$ cat config.mk
export PLATFORM = sky130hd
export DESIGN_NAME = ffra_ctrl
export DESIGN_NICKNAME = d
export VERILOG_FILES = /design/src/rtl/ffra_pkg.sv /design/src/rtl/ffra_ctrl.sv
export SDC_FILE = /design/constraint.sdc
export NUM_CORES = 1
export LEC_CHECK = 0
export BUFFER_PORTS_ARGS = -buffer_cell sky130_fd_sc_hd__buf_4
export CAP_MARGIN = 5
export CORE_MARGIN = 8
export CORE_UTILIZATION = 30
export DETAILED_ROUTE_END_ITERATION = 8
export SYNTH_ARGS = -nofsm -noshare
export SYNTH_HDL_FRONTEND = slang
export SYNTH_SLANG_ARGS = --single-unit
$ cat constraint.sdc
create_clock -name clk -period 1.3 [get_ports clk]
set_input_delay 0.195 -clock clk [delete_from_list [all_inputs] [get_ports clk]]
set_output_delay 0.195 -clock clk [all_outputs]
set_load 0.05 [all_outputs]
$ cat src/rtl/ffra_pkg.sv
package ffra_pkg;

  localparam int unsigned MAX_FREE_RANGES_DEF = 64;
  localparam logic [31:0] CAPACITY_RESET      = 32'd16777216;
  localparam int unsigned WORD_W              = 32;
  localparam int unsigned ENTRY_W             = 2 * WORD_W;

  typedef enum logic [1:0] {
    ST_OK       = 2'd0,
    ST_ZERO     = 2'd1,
    ST_NOMEM    = 2'd2,
    ST_FULL     = 2'd3
  } status_t;

  typedef enum logic {
    OP_ALLOC = 1'b0,
    OP_FREE  = 1'b1
  } op_t;

  typedef enum logic [3:0] {
    S_INIT, S_IDLE, S_START, S_RD, S_CHK, S_FREE_DEC,
    S_DN_CHK, S_DN_WR, S_UP_CHK, S_UP_WR, S_OUT
  } state_t;

  typedef enum logic [2:0] {
    WR_INIT, WR_SHRINK, WR_BOTH, WR_NEXT, WR_PREV, WR_NEW, WR_SHIFT
  } wr_sel_t;

  typedef enum logic [1:0] {
    RD_IDX, RD_DN, RD_UP
  } rd_sel_t;

  typedef struct packed {
    logic    load;
    logic    wr_en;
    wr_sel_t wr_sel;
    logic    rd_en;
    rd_sel_t rd_sel;
    logic    step;
    logic    sh_ld_idx;
    logic    sh_ld_cnt;
    logic    sh_inc;
    logic    sh_dec;
    logic    cnt_inc;
    logic    cnt_dec;
    logic    cnt_one;
    logic    res_set;
    status_t res_code;
    logic    res_grant;
  } ctrl_cmd_t;

  typedef struct packed {
    op_t  op;
    logic zero;
    logic idx_lt_cnt;
    logic fits;
    logic exact;
    logic start_le;
    logic join_next;
    logic join_prev;
    logic full;
    logic dn_more;
    logic up_more;
  } dp_stat_t;

endpackage

$ cat src/rtl/ffra_ctrl.sv
module ffra_ctrl (
  input  logic               clk,
  input  logic               rst_n,
  input  logic               in_fire,
  input  logic               out_fire,
  input  ffra_pkg::dp_stat_t stat,
  output ffra_pkg::ctrl_cmd_t cmd,
  output logic               in_rdy,
  output logic               out_vld
);

  ffra_pkg::state_t state_r, state_nxt;

  // state register
  always_ff @(posedge clk) begin
    if (!rst_n) begin
      state_r <= ffra_pkg::S_INIT;
    end else begin
      state_r <= state_nxt;
    end
  end

  // next state
  always_comb begin
    state_nxt = state_r;
    unique case (state_r)
      ffra_pkg::S_INIT: state_nxt = ffra_pkg::S_IDLE;
      ffra_pkg::S_IDLE: if (in_fire) state_nxt = ffra_pkg::S_START;
      ffra_pkg::S_START: state_nxt = stat.zero ? ffra_pkg::S_OUT : ffra_pkg::S_RD;
      ffra_pkg::S_RD: begin
        if (stat.idx_lt_cnt) state_nxt = ffra_pkg::S_CHK;
        else if (stat.op == ffra_pkg::OP_ALLOC) state_nxt = ffra_pkg::S_OUT;
        else state_nxt = ffra_pkg::S_FREE_DEC;
      end
      ffra_pkg::S_CHK: begin
        if (stat.op == ffra_pkg::OP_ALLOC) begin
          if (!stat.fits) state_nxt = ffra_pkg::S_RD;
          else if (stat.exact) state_nxt = ffra_pkg::S_DN_CHK;
          else state_nxt = ffra_pkg::S_OUT;
        end else begin
          state_nxt = stat.start_le ? ffra_pkg::S_RD : ffra_pkg::S_FREE_DEC;
        end
      end
      ffra_pkg::S_FREE_DEC: begin
        priority if (stat.join_next && stat.join_prev) state_nxt = ffra_pkg::S_DN_CHK;
        else if (stat.join_next || stat.join_prev) state_nxt = ffra_pkg::S_OUT;
        else if (stat.full) state_nxt = ffra_pkg::S_OUT;
        else state_nxt = ffra_pkg::S_UP_CHK;
      end
      ffra_pkg::S_DN_CHK: state_nxt = stat.dn_more ? ffra_pkg::S_DN_WR : ffra_pkg::S_OUT;
      ffra_pkg::S_DN_WR:  state_nxt = ffra_pkg::S_DN_CHK;
      ffra_pkg::S_UP_CHK: state_nxt = stat.up_more ? ffra_pkg::S_UP_WR : ffra_pkg::S_OUT;
      ffra_pkg::S_UP_WR:  state_nxt = ffra_pkg::S_UP_CHK;
      ffra_pkg::S_OUT:    if (out_fire) state_nxt = ffra_pkg::S_IDLE;
      default:            state_nxt = ffra_pkg::S_IDLE;
    endcase
  end

  // command outputs
  always_comb begin
    cmd          = '0;
    cmd.wr_sel   = ffra_pkg::WR_INIT;
    cmd.rd_sel   = ffra_pkg::RD_IDX;
    cmd.res_code = ffra_pkg::ST_OK;
    in_rdy       = 1'b0;
    out_vld      = 1'b0;
    unique case (state_r)
      ffra_pkg::S_INIT: begin
        cmd.wr_en   = 1'b1;
        cmd.wr_sel  = ffra_pkg::WR_INIT;
        cmd.cnt_one = 1'b1;
      end
      ffra_pkg::S_IDLE: begin
        in_rdy   = 1'b1;
        cmd.load = in_fire;
      end
      ffra_pkg::S_START: begin
        if (stat.zero) begin
          cmd.res_set  = 1'b1;
          cmd.res_code = ffra_pkg::ST_ZERO;
        end
      end
      ffra_pkg::S_RD: begin
        if (stat.idx_lt_cnt) begin
          cmd.rd_en  = 1'b1;
          cmd.rd_sel = ffra_pkg::RD_IDX;
        end else if (stat.op == ffra_pkg::OP_ALLOC) begin
          cmd.res_set  = 1'b1;
          cmd.res_code = ffra_pkg::ST_NOMEM;
        end
      end
      ffra_pkg::S_CHK: begin
        if (stat.op == ffra_pkg::OP_ALLOC) begin
          if (stat.fits) begin
            cmd.res_set   = 1'b1;
            cmd.res_grant = 1'b1;
            if (stat.exact) begin
              cmd.sh_ld_idx = 1'b1;
            end else begin
              cmd.wr_en  = 1'b1;
              cmd.wr_sel = ffra_pkg::WR_SHRINK;
            end
          end else begin
            cmd.step = 1'b1;
          end
        end else if (stat.start_le) begin
          cmd.step = 1'b1;
        end
      end
      ffra_pkg::S_FREE_DEC: begin
        cmd.res_set = 1'b1;
        priority if (stat.join_next && stat.join_prev) begin
          cmd.wr_en     = 1'b1;
          cmd.wr_sel    = ffra_pkg::WR_BOTH;
          cmd.sh_ld_idx = 1'b1;
        end else if (stat.join_next) begin
          cmd.wr_en  = 1'b1;
          cmd.wr_sel = ffra_pkg::WR_NEXT;
        end else if (stat.join_prev) begin
          cmd.wr_en  = 1'b1;
          cmd.wr_sel = ffra_pkg::WR_PREV;
        end else if (stat.full) begin
          cmd.res_code = ffra_pkg::ST_FULL;
        end else begin
          cmd.sh_ld_cnt = 1'b1;
        end
      end
      ffra_pkg::S_DN_CHK: begin
        if (stat.dn_more) begin
          cmd.rd_en  = 1'b1;
          cmd.rd_sel = ffra_pkg::RD_DN;
        end else begin
          cmd.cnt_dec = 1'b1;
        end
      end
      ffra_pkg::S_DN_WR: begin
        cmd.wr_en  = 1'b1;
        cmd.wr_sel = ffra_pkg::WR_SHIFT;
        cmd.sh_inc = 1'b1;
      end
      ffra_pkg::S_UP_CHK: begin
        if (stat.up_more) begin
          cmd.rd_en  = 1'b1;
          cmd.rd_sel = ffra_pkg::RD_UP;
        end else begin
          cmd.wr_en   = 1'b1;
          cmd.wr_sel  = ffra_pkg::WR_NEW;
          cmd.cnt_inc = 1'b1;
        end
      end
      ffra_pkg::S_UP_WR: begin
        cmd.wr_en  = 1'b1;
        cmd.wr_sel = ffra_pkg::WR_SHIFT;
        cmd.sh_dec = 1'b1;
      end
      ffra_pkg::S_OUT: out_vld = 1'b1;
      default: ;
    endcase
  end

endmodule

After elaboration in Yosys (flattened, before gate mapping)
Cells that the tools add are included.
Cells by class
  reductions and logical operators: 5
  equality and inequality tests: 12
  multiplexer cells: 63
Operator list (number)
  2-to-1 mux 4 bit: 17
  case mux 4 bit (10 select lines): 1
  2-to-1 mux 1 bit: 26
  2-to-1 mux 3 bit: 7
  case mux 4 bit (5 select lines): 1
  == test 4 x 3 -> 1 bit, second input constant: 4
  2-to-1 mux 2 bit: 7
  == test 4 bit, second input constant: 3
  case mux 3 bit (3 select lines): 1
  == test 4 x 2 -> 1 bit, second input constant: 2
  case mux 2 bit (3 select lines): 1
  == test 4 x 1 -> 1 bit, second input constant: 1
  zero test 4 bit: 1
  != test 2 bit, second input constant: 2
  case mux 1 bit (4 select lines): 1
  case mux 1 bit (2 select lines): 1
  AND reduction 2 bit: 1
  OR reduction 2 bit: 1
  logical AND 1 bit: 1
  logical OR 1 bit: 1
Storage, ports and cells
  register bits after elaboration: 4
  word-level logic and storage cells: 81
  bits of input ports: 15
  output and inout port bits: 22

Longest topological paths before layout
  word-level depth: 5
  mapped depth: 6

Worst setup path after synthesis
OpenSTA, ideal clock, no wires.
  path kind: reg2out
  start: reg state_r[0]
  end: out cmd[1] (netlist bit)
  stages on the path, launching flop included: 4
  path slack: -1251 ps
  data arrival time: 2356 ps
  buffers on the path: 2
  path through: dfxtp_1 -> buf_2 -> buf_2 -> o41ai_1
RTL lines
  from (decl): RTL line ffra_ctrl.sv:12  | ffra_pkg::state_t state_r, state_nxt;
  from (signal assigned): RTL line ffra_ctrl.sv:17  | state_r <= ffra_pkg::S_INIT;
  from (signal assigned): RTL line ffra_ctrl.sv:19  | state_r <= state_nxt;
  to (decl): RTL line ffra_ctrl.sv:7  | output ffra_pkg::ctrl_cmd_t cmd,

==> flow_summary.toml <==
[drt]
wl_per_cell_um = 19.3
dr.pass1.iters = 4
via_per_inst = 5.41
drt_iter0_markers = 58
vias = 1175
ant_nets = 0
drc = 0
wirelength_um = 4200

[setup_path]
startpoint = "state_r[0]"
cp_data_arrival_time_ns = 1.62
required_ns = 1.11
cp-start-kind = "register"
endpoint_kind = "output pin"
r2r-start = "state_r[0]"
crit_type = "register to output pin"
path_max_fanout = 9

[sta]
setup_tns_ns = -8.11
final_hold_viol_count = 0
finalSetupViolCount = 26
drv_slew = 0
skew_ns = 0.0165
worst_pin_slew_ns = 0.331
slew_headroom = 0.778
timing.fmax_mhz = 552
rsz0062_at_grt = "true"
min_period_ns = 1.81
fin_ws_ns = -0.511
holdWs_ns = 0.224
timing.final.crit_share = 1.39

[synthesis]
yosys-top-cells-count = "nor2_1 (9), nand2_1 (7), nor3_1 (7), o21ai_0 (7)"
synthFlopType = "dfxtp_1"
yosys.area.top_type = "dfxtp_1"
synth.distinct_cells = 44
syn-num-nets = 122
syn_inst = 107
yosys-top-cells-area = "dfxtp_1 (11%), nor3_1 (4.8%), o21ai_0 (4.8%)"
ys_seq_area_frac = 0.111
ys.warnings.count = 0
synth_area_per_cell_um2 = 6.76
async_reset_ff_frac = 0
synth.most_common_cell = "nor2_1"
yosys_register_bits = 4
synth_enable_flop_cells = 0
synth_top_cell_area_share = 0.111
syn-cell-area_um2 = 723

[cts]
hold_buffers = 0
clockRootBuffer = "clkbuf_4"
htree_levels = 1
clk_pin_slew_ns = 0.06
cts_tree = "done"
cts.sinks = 4
cts_buffers = 3
clockBufferDepth = 2
clock_latency_ns = 0.25

[layout]
drive_gt1_frac = 0.762
area_growth_pct = 162
top_regs = "state_r x4"
antenna_cells = 0
top_register = "state_r"
largest_register_ffs = 4
final_nets = 205

[placement]
hpwl_um = 2530
gp_congestion = 0.829
io_buffers = 36

[global_route]
overflow = 0
grt_usage = 0.169
grt_pass1_vias = 1194
grt_pass1_wl_um = 5810
grt_max_degree = 11
antenna_found_initial = 0

[floorplan]
core_um2 = 2250
dieHeight_um = 65.1
die_w_um = 65.1
rows = 17
start_util = 0.321
io_pins = 37
die_area_um2 = 4240

[outcome]
status = "finished with violations"
violations = "setup timing"

[hold_path]
min-delay-path-class = "input pin to register"
hold_start = "rst_n"

[power_and_ir_drop]
leakage_nw = 0.843
p_per_area_nw_per_um2 = 1280
ir_drop_mv = 1.19

[job]
maxCapViolations = 0
## critical path, cell delays in order (launching register included)
cell and delay [ns]:
dfxtp_4 0.43, mux2i_1 0.23, nor3_1 0.07, buf_4 0.15, or3_4 0.32, buf_6 0.16
## cell type report
| cell class | count | area (µm²) |
|---|---|---|
| Multi-Input combinational cell | 89 | 878 |
| Timing Repair Buffer | 89 | 850 |
| Fill cell | 135 | 359 |
| Sequential cell | 4 | 95.1 |
| Tap cell | 28 | 35.0 |
| Clock buffer | 4 | 26.3 |
| Inverter | 3 | 11.3 |
## final timing paths
check               end  cells past startpoint  slack [ns]
min reg2reg  state_r[0]                      3        0.77
max reg2reg  state_r[1]                      7       -0.31
min          state_r[0]                      3        0.22
max              cmd[3]                      5       -0.51
## cells by family (layout without fill, tap and decap cells)
family          count (synthesis)  in the layout  synth area share
compound gates                 30             30             0.284
flops                           4              4             0.111
mux                             1              1            0.0138
xor+xnor                        2              2            0.0242
simple gates                   56             56             0.467
buf+inv                        14             96             0.100
## layer usage
metal,track usage,part of all wire
met1,0.189,0.35
met5,0,0
met4,0.0436,0.026
met2,0.312,0.53
met3,0.0373,0.089
## report_power, final
group	internal, W	total, W	switching [W]
clock	0.000117	0.000189	0.0000726
combinational	0.000953	0.00198	0.00103
sequential	0.000164	0.000250	0.0000863
total	0.00123	0.00242	0.00119
## placed cells by master (no fill, tap or decap), drive strengths merged, types with 3 or more instances in the layout
master  netlist  layout
and3          3       3
inv           3       3
nor3          7       7
nor2          9       9
and2          3       3
nand2b        4       4
clkbuf        5       4
o21ai         7       7
or3           3       3
dfxtp         4       4
and2b         3       3
nor2b         4       4
a21oi         5       5
nand2         7       7
nand3         3       3
buf           6      89
## through the flow
stage / instances / util / setup slack (ns) / total power, W / cell area [µm²]
after floorplan: 107 / - / -0.229 / 0.00131 / 967
after detailed placement: 191 / 0.620 / -0.332 / 0.00168 / 1400
final: 217 / 0.841 / -0.511 / 0.00242 / 1900
after global routing: 217 / 0.841 / -0.530 / 0.00252 / 1900
after CTS: 206 / 0.767 / -0.455 / 0.00221 / 1730
after global placement: 191 / 0.620 / -0.324 / 0.00168 / 1400
## repair_timing
| action | 4_1_cts | 5_1_grt |
|---|---|---|
| setup endpoints to repair | 26 | 26 |
| buffers inserted | 11 | 11 |
| pin swaps | 8 | 9 |
| resized for setup | 64 | 22 |
(Power assumes the default switching activity.)
